`config.mk`:
```
export PLATFORM = sky130hd
export DESIGN_NAME = utf16_to_utf8_encoder
export DESIGN_NICKNAME = d
export VERILOG_FILES = /design/src/rtl/u16u8_pkg.sv /design/src/rtl/utf16_to_utf8_encoder.sv /design/src/rtl/u16u8_front.sv /design/src/rtl/u16u8_queue.sv /design/src/rtl/u16u8_back.sv
export SDC_FILE = /design/constraint.sdc
export NUM_CORES = 1
export LEC_CHECK = 0
export ABC_AREA = 1
export ABC_CLOCK_PERIOD_IN_PS = 6900
export BUFFER_PORTS_ARGS = -buffer_cell sky130_fd_sc_hd__buf_2
export CORE_AREA = 3 3 113 115
export DETAILED_ROUTE_END_ITERATION = 10
export DIE_AREA = 0 0 116 118
export GPL_ROUTABILITY_DRIVEN = 0
export GPL_TIMING_DRIVEN = 0
export PLACE_DENSITY = 0.57
export SLEW_MARGIN = 10
export SYNTH_ARGS = -nofsm -noshare
export SYNTH_HDL_FRONTEND = slang
export SYNTH_SLANG_ARGS = --single-unit
export TNS_END_PERCENT = 10
```
`constraint.sdc`:
```
create_clock -name clk_i -period 6.9 [get_ports clk_i]
set_input_delay 1.38 -clock clk_i [delete_from_list [all_inputs] [get_ports clk_i]]
set_output_delay 1.38 -clock clk_i [all_outputs]
set_load 0.05 [all_outputs]
```
`src/rtl/u16u8_pkg.sv`:
```
// shared types and constants for the utf-16 to utf-8 encoder
// no dependencies; imported by every rtl module of the block
`timescale 1ns / 1ps

package u16u8_pkg;

  typedef enum logic [1:0] {
    StatusOk       = 2'd0,
    StatusNeedMore = 2'd1,
    StatusInvalid  = 2'd2
  } status_e;

  typedef struct packed {
    logic [15:0] code_unit;
    logic        final_unit;
  } in_item_t;

  typedef struct packed {
    logic [7:0] utf8_byte;
    status_e    status;
    logic       last_of_run;
  } out_item_t;

  // one classified request waiting for the byte sequencer
  typedef struct packed {
    logic [3:0][7:0] bytes;
    logic [1:0]      last_idx;
    status_e         status;
  } q_entry_t;

  // push side of the queue
  typedef struct packed {
    logic     push;
    q_entry_t entry;
  } q_push_t;

  localparam int unsigned QDepth = 2;
  localparam int unsigned QPtrW  = $clog2(QDepth);
  localparam int unsigned QCntW  = $clog2(QDepth + 1);

  localparam logic [5:0]  HighSurrTag = 6'b110110;
  localparam logic [31:0] HighBase    = 32'h0000_D800;
  localparam logic [31:0] LowBase     = 32'h0000_DC00;
  localparam logic [31:0] SuppOffset  = 32'h0001_0000;
  localparam logic [31:0] Lim1Byte    = 32'h0000_0080;
  localparam logic [31:0] Lim2Byte    = 32'h0000_0800;
  localparam logic [31:0] Lim3Byte    = 32'h0001_0000;
  localparam logic [31:0] LimValid    = 32'h0011_0000;

endpackage

```
`src/rtl/utf16_to_utf8_encoder.sv`:
```
// top level of the utf-16 to utf-8 encoder: front end, request queue, byte sequencer
// depends on u16u8_pkg, u16u8_front, u16u8_queue, u16u8_back
`timescale 1ns / 1ps
//
//  channel  direction  handshake                 payload
//  in       input      in_valid_i / in_stall_o   in_data_i  (code_unit, final_unit)
//  out      output     out_valid_o / out_stall_i out_data_o (utf8_byte, status, last_of_run)
//
//  a code unit is taken every cycle while the request queue has room
//  the byte sequencer sends one result per cycle unless stalled: 1 to 4 results per unit
//  (4 for a supplementary code point), 1 for status items, 0 for a held surrogate
//  an accepted unit's first byte passes the queue entry, then the output register
//  reset empties the queue and drops any held high surrogate
//  out_stall_i holds the output register; the queue then fills and raises in_stall_o

module utf16_to_utf8_encoder import u16u8_pkg::*; (
  input  logic      clk_i,
  input  logic      rst_ni,
  input  logic      in_valid_i,
  output logic      in_stall_o,
  input  in_item_t  in_data_i,
  output logic      out_valid_o,
  input  logic      out_stall_i,
  output out_item_t out_data_o
);

  // request path between the two halves
  q_push_t  push;
  q_entry_t head;
  logic     q_full, q_valid, q_pop;
  logic     in_accept;

  // front only takes a unit when its request is sure to fit
  assign in_stall_o = q_full;
  assign in_accept  = in_valid_i && !q_full;

  u16u8_front u_front (
    .clk_i    (clk_i),
    .rst_ni   (rst_ni),
    .accept_i (in_accept),
    .item_i   (in_data_i),
    .push_o   (push)
  );

  u16u8_queue u_queue (
    .clk_i   (clk_i),
    .rst_ni  (rst_ni),
    .push_i  (push),
    .full_o  (q_full),
    .pop_i   (q_pop),
    .valid_o (q_valid),
    .head_o  (head)
  );

  // sequencer pops a request once its final byte is loaded
  u16u8_back u_back (
    .clk_i        (clk_i),
    .rst_ni       (rst_ni),
    .head_valid_i (q_valid),
    .head_i       (head),
    .pop_o        (q_pop),
    .out_valid_o  (out_valid_o),
    .out_data_o   (out_data_o),
    .out_stall_i  (out_stall_i)
  );

  // status items are single results with a zero byte
  a_status_single : assert property (@(posedge clk_i) disable iff (!rst_ni)
    out_valid_o && (out_data_o.status != StatusOk)
      |-> out_data_o.last_of_run && (out_data_o.utf8_byte == 8'h00))
    else $error("status item not a lone zero-byte result");

  // the rest of a multi-byte run is already queued, so output stays valid
  a_run_continues : assert property (@(posedge clk_i) disable iff (!rst_ni)
    out_valid_o && !out_data_o.last_of_run |=> out_valid_o)
    else $error("gap inside a multi-byte run");

  // lead and continuation bytes of a run always have the top bit set
  a_multi_top_bit : assert property (@(posedge clk_i) disable iff (!rst_ni)
    out_valid_o && (out_data_o.status == StatusOk) && !out_data_o.last_of_run
      |-> out_data_o.utf8_byte[7])
    else $error("non-final byte without top bit");

  // the sequencer can only pop what the queue holds
  a_pop_valid : assert property (@(posedge clk_i) disable iff (!rst_ni)
    q_pop |-> q_valid)
    else $error("pop from empty queue");

endmodule

```
`src/rtl/u16u8_front.sv`:
```
// front end: surrogate tracking, code point formation and byte classification
// depends on u16u8_pkg
`timescale 1ns / 1ps

module u16u8_front import u16u8_pkg::*; (
  input  logic     clk_i,
  input  logic     rst_ni,
  input  logic     accept_i,
  input  in_item_t item_i,
  output q_push_t  push_o
);

  logic [15:0] held_q, held_d;
  logic        is_high;
  logic [31:0] hi_off, lo_off, cp_pair, cp;
  q_entry_t    entry;

  assign is_high = (item_i.code_unit[15:10] == HighSurrTag);

  // modular 32-bit pairing, lo_off wraps when the second unit lies below the low surrogates
  assign hi_off  = {16'h0000, held_q} - HighBase;
  assign lo_off  = {16'h0000, item_i.code_unit} - LowBase;
  assign cp_pair = ((hi_off << 10) | lo_off) + SuppOffset;
  assign cp      = (held_q != 16'h0000) ? cp_pair : {16'h0000, item_i.code_unit};

  always_comb begin
    entry          = '0;
    entry.status   = StatusOk;
    if (is_high) begin
      entry.status = StatusNeedMore;
    end else if (cp < Lim1Byte) begin
      entry.bytes[0] = cp[7:0];
      entry.last_idx = 2'd0;
    end else if (cp < Lim2Byte) begin
      entry.bytes[0] = {3'b110, cp[10:6]};
      entry.bytes[1] = {2'b10, cp[5:0]};
      entry.last_idx = 2'd1;
    end else if (cp < Lim3Byte) begin
      entry.bytes[0] = {4'b1110, cp[15:12]};
      entry.bytes[1] = {2'b10, cp[11:6]};
      entry.bytes[2] = {2'b10, cp[5:0]};
      entry.last_idx = 2'd2;
    end else if (cp < LimValid) begin
      entry.bytes[0] = {5'b11110, cp[20:18]};
      entry.bytes[1] = {2'b10, cp[17:12]};
      entry.bytes[2] = {2'b10, cp[11:6]};
      entry.bytes[3] = {2'b10, cp[5:0]};
      entry.last_idx = 2'd3;
    end else begin
      entry.status = StatusInvalid;
    end
  end

  // a high surrogate without the final flag produces nothing
  assign push_o.push  = accept_i && !(is_high && !item_i.final_unit);
  assign push_o.entry = entry;

  always_comb begin
    held_d = held_q;
    if (accept_i) begin
      held_d = is_high ? item_i.code_unit : 16'h0000;
    end
  end

  always_ff @(posedge clk_i or negedge rst_ni) begin
    if (!rst_ni) begin
      held_q <= 16'h0000;
    end else begin
      held_q <= held_d;
    end
  end

endmodule

```
`src/rtl/u16u8_queue.sv`:
```
// short queue of classified requests between front end and byte sequencer
// depends on u16u8_pkg
`timescale 1ns / 1ps

module u16u8_queue import u16u8_pkg::*; (
  input  logic     clk_i,
  input  logic     rst_ni,
  input  q_push_t  push_i,
  output logic     full_o,
  input  logic     pop_i,
  output logic     valid_o,
  output q_entry_t head_o
);

  q_entry_t               mem_q [QDepth];
  logic [QPtrW-1:0]       wr_ptr_q, wr_ptr_d, rd_ptr_q, rd_ptr_d;
  logic [QCntW-1:0]       cnt_q, cnt_d;
  logic                   do_push, do_pop;

  assign full_o  = (cnt_q == QCntW'(QDepth));
  assign valid_o = (cnt_q != '0);
  assign head_o  = mem_q[rd_ptr_q];
  assign do_push = push_i.push && !full_o;
  assign do_pop  = pop_i && valid_o;

  always_comb begin
    wr_ptr_d = wr_ptr_q;
    rd_ptr_d = rd_ptr_q;
    cnt_d    = cnt_q;
    if (do_push) begin
      wr_ptr_d = (wr_ptr_q == QPtrW'(QDepth - 1)) ? '0 : wr_ptr_q + 1'b1;
    end
    if (do_pop) begin
      rd_ptr_d = (rd_ptr_q == QPtrW'(QDepth - 1)) ? '0 : rd_ptr_q + 1'b1;
    end
    if (do_push && !do_pop) begin
      cnt_d = cnt_q + 1'b1;
    end else if (do_pop && !do_push) begin
      cnt_d = cnt_q - 1'b1;
    end
  end

  always_ff @(posedge clk_i or negedge rst_ni) begin
    if (!rst_ni) begin
      wr_ptr_q <= '0;
      rd_ptr_q <= '0;
      cnt_q    <= '0;
    end else begin
      wr_ptr_q <= wr_ptr_d;
      rd_ptr_q <= rd_ptr_d;
      cnt_q    <= cnt_d;
    end
  end

  always_ff @(posedge clk_i) begin
    if (do_push) begin
      mem_q[wr_ptr_q] <= push_i.entry;
    end
  end

endmodule

```
`src/rtl/u16u8_back.sv`:
```
// byte sequencer: walks the head request one byte per cycle into the output register
// while out_stall_i is low; depends on u16u8_pkg
`timescale 1ns / 1ps

module u16u8_back import u16u8_pkg::*; (
  input  logic      clk_i,
  input  logic      rst_ni,
  input  logic      head_valid_i,
  input  q_entry_t  head_i,
  output logic      pop_o,
  output logic      out_valid_o,
  output out_item_t out_data_o,
  input  logic      out_stall_i
);

  logic      out_valid_q, out_valid_d;
  out_item_t out_q, out_d;
  logic [1:0] idx_q, idx_d;
  logic      load, at_last;

  assign load    = !out_valid_q || !out_stall_i;
  assign at_last = (idx_q == head_i.last_idx);

  always_comb begin
    out_valid_d = out_valid_q;
    out_d       = out_q;
    idx_d       = idx_q;
    pop_o       = 1'b0;
    if (load) begin
      out_valid_d = head_valid_i;
      if (head_valid_i) begin
        out_d.utf8_byte   = head_i.bytes[idx_q];
        out_d.status      = head_i.status;
        out_d.last_of_run = at_last;
        pop_o             = at_last;
        idx_d             = at_last ? 2'd0 : idx_q + 2'd1;
      end
    end
  end

  always_ff @(posedge clk_i or negedge rst_ni) begin
    if (!rst_ni) begin
      out_valid_q <= 1'b0;
      idx_q       <= 2'd0;
    end else begin
      out_valid_q <= out_valid_d;
      idx_q       <= idx_d;
    end
  end

  always_ff @(posedge clk_i) begin
    out_q <= out_d;
  end

  assign out_valid_o = out_valid_q;
  assign out_data_o  = out_q;

endmodule
```
# After elaboration in Yosys (flattened, before gate mapping)
# Memories as Yosys holds them, arrays and structs flattened.
# Index checks and enable logic that the tools add are counted.
# word_totals
reg_bits,34
out_inout_bits,13
input_bits,21
n_memories,1
mem_bits_ro,0
wordCells,72
latch_bits,0
ram_bits,72
# op_classes
bitwise,1
n_mul,0
addsub,8
reduce_logical,19
magnitude_cmp,5
div,0
n_shift,0
muxes,26
n_eq_ne,3
# memory_table
memory,words,word_bits,rd,rd_clocked_by_memory_dff,write_ports,line_no,source
u_queue.mem_q,2,36,1,0,1,u16u8_queue.sv:15,q_entry_t mem_q [QDepth];
# op_table
cell,count
$mux 34,2
$sub 16x16->17 const B,2
$add 32x17->32 const B,1
$lt 32x12->1 const B,1
$lt 32x17->1 const B,1
$lt 32x21->1 const B,1
$lt 32x8->1 const B,1
$mux 16,2
$mux 32,1
$or 32x32->32,1
$mux 26,1
$mux 24,1
$mux 18,1
$bmux 8 s2,1
$mux 2,8
$mux 8,2
$reduce_bool 16->1,1
$mux 10,1
$logic_and 1x1->1,7
$logic_not 1->1,7
$eq 6x6->1 const B,1
$mux 1,6
$add 2x1->2 const B,2
$reduce_bool 2->1,2
7 further kinds,8

# Longest topological paths before layout
# Gate-level depths: netlist of run 1.
# depth
depth_word,10
mapped_depth,19
depth_no_buf,18

# Hierarchy
# A second synthesis of run 1 with hierarchy kept.
# unflattened
hier_cells,680
hier_area_um2,5874.4
# modules_own_cells
module,instances,seq_area_each_um2,area_per_inst_um2,cells_per_inst
u16u8_queue,1,2262.2,2875.3,219
u16u8_front,1,400.4,2220.9,376
u16u8_back,1,405.4,768.2,83
utf16_to_utf8_encoder,1,0.0,10.0,2

# Worst setup path after synthesis of run 1
# Ideal clock, no wire load.
# synth_path
path_kind,input -> register
startpoint,input port in_data_i[11] in the netlist's numbering
endpoint,"memory u_queue.mem_q[1][0] in the netlist's numbering, enable pin"
path_buffers,0
t_arrival_ps,3357
path_stages,5
slack_ps,3120
setup_time_ps,423
required_time_ps,6477
cell_sequence,inv_1 -> ha_1 -> nand3_1 -> o21ai_0 -> nor2_1
# synth_between
elab_chain_cells,7
# synth_lines
element,line_no,source
start: declaration,utf16_to_utf8_encoder.sv:21,"input in_item_t in_data_i,"
$eq 6x6->1,u16u8_front.sv:18,assign is_high = (item_i.code_unit[15:10] == HighSurrTag);
$logic_and 1x1->1,u16u8_front.sv:55,assign push_o.push = accept_i && !(is_high && !item_i.final_unit);
$logic_not 1->1,u16u8_front.sv:55,
$logic_and 1x1->1,u16u8_front.sv:55,
$logic_and 1x1->1,u16u8_queue.sv:23,assign do_push = push_i.push && !full_o;
$mux 1,u16u8_queue.sv:56,if (do_push) begin
$mux 1 (implied by the code),u16u8_queue.sv:57,mem_q[wr_ptr_q] <= push_i.entry;
end: declaration,u16u8_queue.sv:15,
# No other way between the ends.

==> results of run 1 <==
sequential cells by signal (all words and copies together), names as in the netlist:
register	cells
u_queue.mem_q	64
u_front.held_q	16
u_back.out_data_o	11
u_back.idx_q	2
u_queue.cnt_q	2
u_back.out_valid_o	1
u_queue.rd_ptr_q	1
u_queue.wr_ptr_q	1
area by class of cell:
cell class | count | share of cell area, %
Buffer | 18 | 1.88
Clock buffer | 10 | 3.82
Clock inverter | 6 | 1.11
Inverter | 69 | 4.40
Multi-Input combinational cell | 394 | 34.9
Sequential cell | 98 | 47.2
Tap cell | 147 | 3.07
Timing Repair Buffer | 35 | 3.67
power breakdown:
group / total [mW] / switching, mW / internal [mW]
combinational: 1.09 / 0.774 / 0.315
clock: 0.492 / 0.210 / 0.282
sequential: 0.954 / 0.0537 / 0.900
total: 2.53 / 1.04 / 1.50
stage by stage:
step | instances | hold WS (ns) | cell area [µm²] | utilization (%)
2_1_floorplan | 579 | 0.482 | 5280 | -
3_3_place_gp | 759 | 0.476 | 5630 | 47.3
3_5_place_dp | 761 | 0.491 | 5700 | 47.9
5_1_grt | 777 | 0.538 | 6000 | 50.3
4_1_cts | 777 | 0.507 | 6000 | 50.3
6_report | 777 | 0.505 | 6000 | 50.3
kinds of logic after synthesis:
kind of cell	after synthesis	share of synthesized area [%]
muxes	1	0.190
and+or+nand+nor	281	25.9
xor gates and xnor gates	6	0.995
buffers and inverters	87	7.13
adders and majority gates	5	1.18
DFF	98	53.5
AOI/OAI and AO/OA	101	11.1
routing by layer:
| layer | track usage, % | vias up |
|---|---|---|
| met3 | 2.52 | 13 |
| met1 | 27.7 | 1936 |
| met4 | 5.08 | 0 |
| met2 | 31.7 | 122 |
| met5 | 0 | - |
| li1 | - | 2041 |
worst max-delay path, cell delays in order:
cell	delay [ns]
sky130_fd_sc_hd__buf_2	0.17
sky130_fd_sc_hd__ha_1	0.23
sky130_fd_sc_hd__nand2_4	0.10
sky130_fd_sc_hd__nand2_8	0.12
sky130_fd_sc_hd__nand3_2	0.09
sky130_fd_sc_hd__ha_1	0.33
sky130_fd_sc_hd__o21ai_0	0.22
sky130_fd_sc_hd__nand3_2	0.13
sky130_fd_sc_hd__nor2_2	0.17
sky130_fd_sc_hd__nand2_4	0.09
sky130_fd_sc_hd__nor2_8	0.15
sky130_fd_sc_hd__buf_8	0.15
sky130_fd_sc_hd__nand2_2	0.08
sky130_fd_sc_hd__nand3_1	0.11
sky130_fd_sc_hd__o21ai_0	0.20
how the worst max path moves through the flow:
| stage | from | to | slack [ns] | cells past startpoint |
|---|---|---|---|---|
| finish | in_data_i[11] | u_queue.mem_q[0][9] | 3.22 | 15 |
| global route | in_data_i[11] | u_queue.mem_q[0][9] | 3.08 | 15 |
| CTS | in_data_i[11] | u_queue.mem_q[0][10] | 3.22 | 14 |
| detailed placement | in_data_i[11] | u_queue.mem_q[1][10] | 2.88 | 14 |
| global placement | in_data_i[11] | u_queue.mem_q[1][14] | 1.91 | 6 |
| floorplan | in_data_i[11] | u_queue.mem_q[1][0] | 3.12 | 5 |
placed cells by master (no fill, tap or decap), types with 6 or more instances in the layout:
master	Yosys	layout
sky130_fd_sc_hd__nand2_2	7	7
sky130_fd_sc_hd__edfxtp_1	75	75
sky130_fd_sc_hd__nor2_1	98	96
sky130_fd_sc_hd__dfrtp_1	23	23
sky130_fd_sc_hd__o21ai_0	49	49
sky130_fd_sc_hd__o21ai_1	7	7
sky130_fd_sc_hd__o22ai_1	13	13
sky130_fd_sc_hd__inv_1	61	61
sky130_fd_sc_hd__buf_2	0	33
sky130_fd_sc_hd__clkbuf_16	0	9
sky130_fd_sc_hd__clkbuf_1	12	13
sky130_fd_sc_hd__nand3_1	43	43
sky130_fd_sc_hd__nand2_1	97	97
sky130_fd_sc_hd__nand3_2	9	9
sky130_fd_sc_hd__a21oi_1	16	16
sky130_fd_sc_hd__a31oi_1	6	6
==> load_flow_metrics.sql, run 1 <==
INSERT INTO impl_metrics (metric_group, metric, value, unit) VALUES
('sta', 'skew', '0.00714', 'ns'),
('min_path', 'hold_path_class', 'flop to flop', ''),
('worst_setup_path', 'reg2reg_from', 'u_front.held_q[11]', ''),
('power', 'total_power', '2.53', 'mW'),
('detailed_routing', 'routed_wirelength', '12.9', 'mm'),
('detailed_routing', 'met2_length', '6.26', 'mm'),
('grt', 'global_route_wire_length_before_repair', '20.8', 'mm'),
('detailed_routing', 'antenna_left', '0', ''),
('layout', 'num_antenna_cells', '0', ''),
('floorplanning', 'rows', '40', ''),
('run', 'timing.max_cap.violations', '0', ''),
('sta', 'period_needed', '3.68', 'ns'),
('logic_synthesis', 'netlist.top_cell.by_area', 'sky130_fd_sc_hd__edfxtp_1', ''),
('logic_synthesis', 'synthCells', '579', ''),
('logic_synthesis', 'synthDominantCellAreaShare', '42.6', '%'),
('sta', 'finalCritPeriodShare', '53.3', '%'),
('floorplanning', 'dieWidth', '116', 'µm'),
('detailed_routing', 'drt-wirelength-per-cell', '16.5', 'µm'),
('detailed_routing', 'wl_met3', '593', 'µm'),
('detailed_routing', 'routed.top_layer', 'met4', ''),
('placed_design', 'post-dp-hpwl', '9.87', 'mm'),
('min_path', 'hold_depth', '2', ''),
('detailed_routing', 'drc', '0', ''),
('cts', 'htreeDepth', '3', ''),
('layout', 'post_route_cells_drive_above_1_share', '16.8', '%'),
('sta', 'worst_pin_slew', '0.756', 'ns'),
('power', 'power-per-cell-area', '423', 'nW/µm²'),
('placed_design', 'dpl_worst_slack', '2.88', 'ns'),
('worst_setup_path', 'worst-r2r-cell-count', '11', ''),
('power', 'peak_supply_drop', '0.181', 'mV'),
('cts', 'cts.sinks', '98', ''),
('detailed_routing', 'route.detailed.vias_per_inst', '5.29', ''),
('worst_setup_path', 'path_class', 'input pin to flop', ''),
('grt', 'grt_remaining_overflow', '0', ''),
('worst_setup_path', 'end_kind', 'flop', ''),
('floorplanning', 'fp.coreArea', '11900', 'µm²'),
('grt', 'grt_pass1_vias', '3959', ''),
('detailed_routing', 'drt_pass1_iterations', '5', ''),
('logic_synthesis', 'yosysWarnings', '0', ''),
('worst_setup_path', 'rr_endpoint', 'u_queue.mem_q[0][10]', ''),
('grt', 'grtUsageTotal', '19.6', '%'),
('detailed_routing', 'drt_iter0_drc', '313', ''),
('logic_synthesis', 'synth_area', '5280', 'µm²'),
('logic_synthesis', 'synth_edf_count', '75', ''),
('logic_synthesis', 'synthesis.area_per_instance', '9.12', 'µm²'),
('logic_synthesis', 'commonest_cells_in_the_synthesized_netlist', 'sky130_fd_sc_hd__nor2_1 (98), sky130_fd_sc_hd__nand2_1 (97), sky130_fd_sc_hd__edfxtp_1 (75), sky130_fd_sc_hd__inv_1 (61), sky130_fd_sc_hd__o21ai_0 (49)', ''),
('logic_synthesis', 'syn_nets', '605', ''),
('power', 'p_leak', '2.64', 'nW'),
('sta', 'rsz0062_at_grt', 'false', ''),
('min_path', 'min-delay-start', 'u_back.out_valid_o', ''),
('cts', 'clk-insertion-delay-late', '0.34', 'ns'),
('cts', 'cts_max_path_buffers', '2', ''),
('floorplanning', 'fp.dieArea', '13700', 'µm²'),
('floorplanning', 'die_h', '118', 'µm'),
('layout', 'seq_area', '2830', 'µm²'),
('logic_synthesis', 'postSynth.asyncResetShare', '23.5', '%'),
('grt', 'initial_antenna_violation_count', '0', ''),
('layout', 'layout.nets', '651', ''),
('floorplanning', 'number_of_top_level_pins', '34', ''),
('sta', 'worst_slack', '3.22', 'ns'),
('cts', 'clockRootBuffer', 'sky130_fd_sc_hd__clkbuf_16', ''),
('layout', 'layout-area-overhead-vs-synth', '13.5', '%'),
('sta', 'hold_viol_final', '0', ''),
('status', 'result_of_the_run', 'finished clean', ''),
('cts', 'cts_setup_buffers', '0', ''),
('cts', 'cts_inserted_buffers', '9', ''),
('logic_synthesis', 'synth_top_flop_cell', 'sky130_fd_sc_hd__edfxtp_1', ''),
('detailed_routing', 'route.layer.met1.wl', '5.80', 'mm'),
('cts', 'postCtsHoldBufs', '0', ''),
('min_path', 'hold-path-endpoint', 'u_back.out_valid_o', ''),
('logic_synthesis', 'yosysUniqueCellTypes', '41', '');
No activity file was read; power rests on OpenSTA's default activity.
==> run 2: changes to the inputs <==
--- a/config.mk
+++ b/config.mk
@@ -6,14 +6,14 @@
 export NUM_CORES = 1
 export LEC_CHECK = 0
 export ABC_AREA = 1
-export ABC_CLOCK_PERIOD_IN_PS = 6900
+export ABC_CLOCK_PERIOD_IN_PS = 3100
 export BUFFER_PORTS_ARGS = -buffer_cell sky130_fd_sc_hd__buf_2
 export CORE_AREA = 3 3 113 115
 export DETAILED_ROUTE_END_ITERATION = 10
 export DIE_AREA = 0 0 116 118
 export GPL_ROUTABILITY_DRIVEN = 0
 export GPL_TIMING_DRIVEN = 0
-export PLACE_DENSITY = 0.57
+export PLACE_DENSITY = 0.59
 export SLEW_MARGIN = 10
 export SYNTH_ARGS = -nofsm -noshare
 export SYNTH_HDL_FRONTEND = slang
==> constraint.sdc (replaced) <==
create_clock -name clk_i -period 3.1 [get_ports clk_i]
set_input_delay 0.62 -clock clk_i [delete_from_list [all_inputs] [get_ports clk_i]]
set_output_delay 0.62 -clock clk_i [all_outputs]
set_load 0.05 [all_outputs]
==> run 2 against run 1 <==
Net effect:
- hold slack got worse by 0.26 ns
- sequential cell count did not move
- via count fell by 0.32%
- combinational power rose by 120%
- clock skew rose by 0.0040 ns
- critical endpoint is now u_queue.mem_q[1][16]
- largest power group unchanged
- highest routed layer unchanged
==> load_flow_metrics.sql, run 2 (synthesized netlist as in run 1, its figures left out) <==
INSERT INTO impl_metrics (metric_group, metric, value, unit) VALUES
('status', 'result_of_the_run', 'finished clean', ''),
('cts', 'cts.repair.resized', '0', ''),
('cts', 'clk-insertion-delay-late', '0.35', 'ns'),
('detailed_routing', 'drc', '0', ''),
('cts', 'cts_setup_buffers', '0', ''),
('cts', 'htreeDepth', '3', ''),
('sta', 'rsz0062_at_grt', 'false', ''),
('worst_setup_path', 'critPathMaxStageDelay', '0.33', 'ns'),
('cts', 'cts_tree', 'done', ''),
('placed_design', 'post-dp-hpwl', '9.71', 'mm'),
('cts', 'cts_inserted_buffers', '9', ''),
('cts', 'clock_edge_transition_at_the_registers_on_the_reported_setup_and_hold_paths', '0.07', 'ns'),
('cts', 'postCtsHoldBufs', '0', ''),
('cts', 'clockRootBuffer', 'sky130_fd_sc_hd__clkbuf_16', ''),
('sta', 'period_needed', '2.88', 'ns'),
('floorplanning', 'dieWidth', '116', 'µm'),
('floorplanning', 'number_of_top_level_pins', '34', ''),
('power', 'peak_supply_drop', '0.315', 'mV'),
('worst_setup_path', 'gate_family_responsible_for_the_most_delay_along_the_worst_path', 'simple AND/OR/NAND/NOR gates', ''),
('sta', 'worst_pin_slew', '0.678', 'ns'),
('sta', 'hold_viol_final', '0', ''),
('floorplanning', 'fp.coreArea', '11900', 'µm²'),
('grt', 'grt_remaining_overflow', '0', ''),
('sta', 'skew', '0.0112', 'ns'),
('worst_setup_path', 'rr_endpoint', 'u_queue.mem_q[1][16]', ''),
('worst_setup_path', 'reg2reg_from', 'u_front.held_q[11]', ''),
('sta', 'report.final.slew_viol_count', '0', ''),
('sta', 'setup_tns', '0', 'ns'),
('detailed_routing', 'drt-wirelength-per-cell', '16.2', 'µm'),
('min_path', 'hold_path_class', 'input pin to async pin', ''),
('layout', 'largest_register_ff_count', '64', ''),
('power', 'cellInternalPower', '3.33', 'mW'),
('detailed_routing', 'routed_wirelength', '12.6', 'mm'),
('worst_setup_path', 'end_kind', 'flop', ''),
('sta', 'finalCritPeriodShare', '92.9', '%'),
('grt', 'maximum_number_of_pins_on_one_net_before_global_route_repair', '24', ''),
('sta', 'worst_slew_margin', '54.3', '%'),
('power', 'p_leak', '2.63', 'nW'),
('layout', 'num_antenna_cells', '0', ''),
('worst_setup_path', 'worst-path-buf-inv', '3', ''),
('floorplanning', 'rows', '40', ''),
('worst_setup_path', 'reg2reg_slack', '0.48', 'ns'),
('layout', 'layout.nets', '651', ''),
('grt', 'initial_antenna_violation_count', '0', ''),
('worst_setup_path', 'max_fo_critical_path', '10', ''),
('floorplanning', 'die_h', '118', 'µm'),
('detailed_routing', 'vias', '4099', ''),
('power', 'combinationalPowerShare', '43.0', '%'),
('run', 'timing.max_cap.violations', '0', ''),
('layout', 'post_route_cells_drive_above_1_share', '16.8', '%'),
('grt', 'grt_pass1_vias', '3932', ''),
('worst_setup_path', 'path_class', 'input pin to flop', ''),
('grt', 'global_route_wire_length_before_repair', '20.5', 'mm'),
('layout', 'layout.cells.most_common', 'sky130_fd_sc_hd__nand2_1', ''),
('power', 'clkPwrFrac', '19.4', '%'),
('sta', 'highest_achievable_clock_rate', '347', 'MHz'),
('detailed_routing', 'route.detailed.vias_per_inst', '5.28', ''),
('cts', 'cts.sinks', '98', ''),
('worst_setup_path', 'timing.critical_path.cells', 'buf_2 -> ha_1 -> nand2_4 -> nand2_8 -> nand3_2 -> ha_1 -> o21ai_0 -> nand3_2 -> nand2_1 -> nand2_2 -> nor2_8 -> nand2_4 -> buf_6 -> o21ai_2 -> inv_1 -> nor2_1', ''),
('detailed_routing', 'drt_pass1_iterations', '5', ''),
('power', 'power-per-cell-area', '938', 'nW/µm²'),
('layout', 'layout_common_cells', 'sky130_fd_sc_hd__nand2_1 (97), sky130_fd_sc_hd__nor2_1 (96), sky130_fd_sc_hd__edfxtp_1 (75), sky130_fd_sc_hd__inv_1 (61), sky130_fd_sc_hd__o21ai_0 (49)', ''),
('sta', 'setup_viol_count_final', '0', ''),
('power', 'sequentialPowerShare', '37.7', '%'),
('floorplanning', 'initial_utilization', '44.3', '%'),
('detailed_routing', 'antenna_left', '0', ''),
('worst_setup_path', 'worst-r2r-cell-count', '15', ''),
('power', 'total_power', '5.62', 'mW'),
('floorplanning', 'fp.dieArea', '13700', 'µm²'),
('layout', 'most_flops_register', 'u_queue.mem_q', ''),
('grt', 'grtUsageTotal', '19.3', '%'),
('cts', 'cts_max_path_buffers', '2', ''),
('worst_setup_path', 'cp_data_arrival_time', '3.02', 'ns'),
('placed_design', 'buffer_ports.inserted', '33', ''),
('worst_setup_path', 'worst_path_max_delay_cell', 'sky130_fd_sc_hd__ha_1', ''),
('worst_setup_path', 'critical_path.startpoint_type', 'input pin', ''),
('detailed_routing', 'drt_iter0_drc', '353', ''),
('worst_setup_path', 'timing.critical_path.required', '3.24', 'ns'),
('power', 'power_switching_share', '40.8', '%'),
('layout', 'layout-area-overhead-vs-synth', '13.5', '%'),
('power', 'switching_power', '2.30', 'mW');
-- run 2: cell count changes in the layout (fill, tap and decap cells not counted) --
cell / delta
sky130_fd_sc_hd__clkbuf_1: -1
sky130_fd_sc_hd__inv_8: -1
sky130_fd_sc_hd__inv_6: +1
sky130_fd_sc_hd__clkinv_1: +1
-- run 2: worst max-delay path by stage --
stage / start / end / slack (ns) / depth (start not counted)
finish: in_data_i[11] / u_queue.mem_q[1][16] / 0.22 / 16
global route: in_data_i[11] / u_queue.mem_q[1][16] / 0.02 / 19
CTS: in_data_i[11] / u_queue.mem_q[0][4] / 0.23 / 16
detailed placement: in_data_i[11] / u_queue.mem_q[1][4] / -0.13 / 16
global placement: in_data_i[11] / u_queue.mem_q[1][15] / -1.10 / 6
floorplan: in_data_i[11] / u_queue.mem_q[1][0] / 0.08 / 5
-- run 2: routing by layer --
metal	up-vias	routed length, µm	track usage [%]
met3	22	537	3.19
li1	2047	-	-
met5	-	0	0
met1	1934	5730	27.2
met2	96	5990	30.2
met4	0	321	6.82
-- run 2: power by group through the flow --
stage,Clock [mW],Combinational [mW],Sequential (mW)
2_1_floorplan,0,1.43,2.43
3_5_place_dp,0,2.42,2.15
3_3_place_gp,0,2.31,2.15
4_1_cts,1.11,2.43,2.12
5_1_grt,1.16,2.68,2.16
6_report,1.09,2.42,2.12
-- run 2: stage by stage --
stage / hold slack, ns / setup WS, ns / utilization [%] / instance area (µm²) / std cells
after floorplan: 0.324 / 0.0799 / - / 5280 / 579
after global placement: 0.485 / -1.10 / 47.3 / 5630 / 759
after detailed placement: 0.491 / -0.130 / 47.9 / 5700 / 761
after CTS: 0.248 / 0.230 / 50.3 / 5990 / 777
after global routing: 0.269 / 0.0175 / 50.3 / 5990 / 777
final: 0.242 / 0.220 / 50.3 / 5990 / 777
-- run 2: final cells by class --
cell class	count	area, µm²
Fill cell	1139	5920
Sequential cell	98	2830
Multi-Input combinational cell	394	2090
Inverter	69	264
Clock buffer	9	225
Timing Repair Buffer	35	220
Tap cell	147	184
Buffer	18	113
Clock inverter	7	67.6
-- run 2: worst register-to-register path, cell delays in order (launching register included) --
cell	delay [ns]
sky130_fd_sc_hd__dfrtp_1	0.46
sky130_fd_sc_hd__ha_1	0.33
sky130_fd_sc_hd__nand3b_1	0.13
sky130_fd_sc_hd__nand2_1	0.07
sky130_fd_sc_hd__nor2_2	0.12
sky130_fd_sc_hd__nand2_1	0.09
sky130_fd_sc_hd__nor2_1	0.09
sky130_fd_sc_hd__nand2_1	0.07
sky130_fd_sc_hd__nand2_2	0.12
sky130_fd_sc_hd__nand2_2	0.10
sky130_fd_sc_hd__nor2_8	0.19
sky130_fd_sc_hd__nand2_4	0.09
sky130_fd_sc_hd__buf_6	0.15
sky130_fd_sc_hd__o21ai_2	0.10
sky130_fd_sc_hd__inv_1	0.05
sky130_fd_sc_hd__nor2_1	0.26
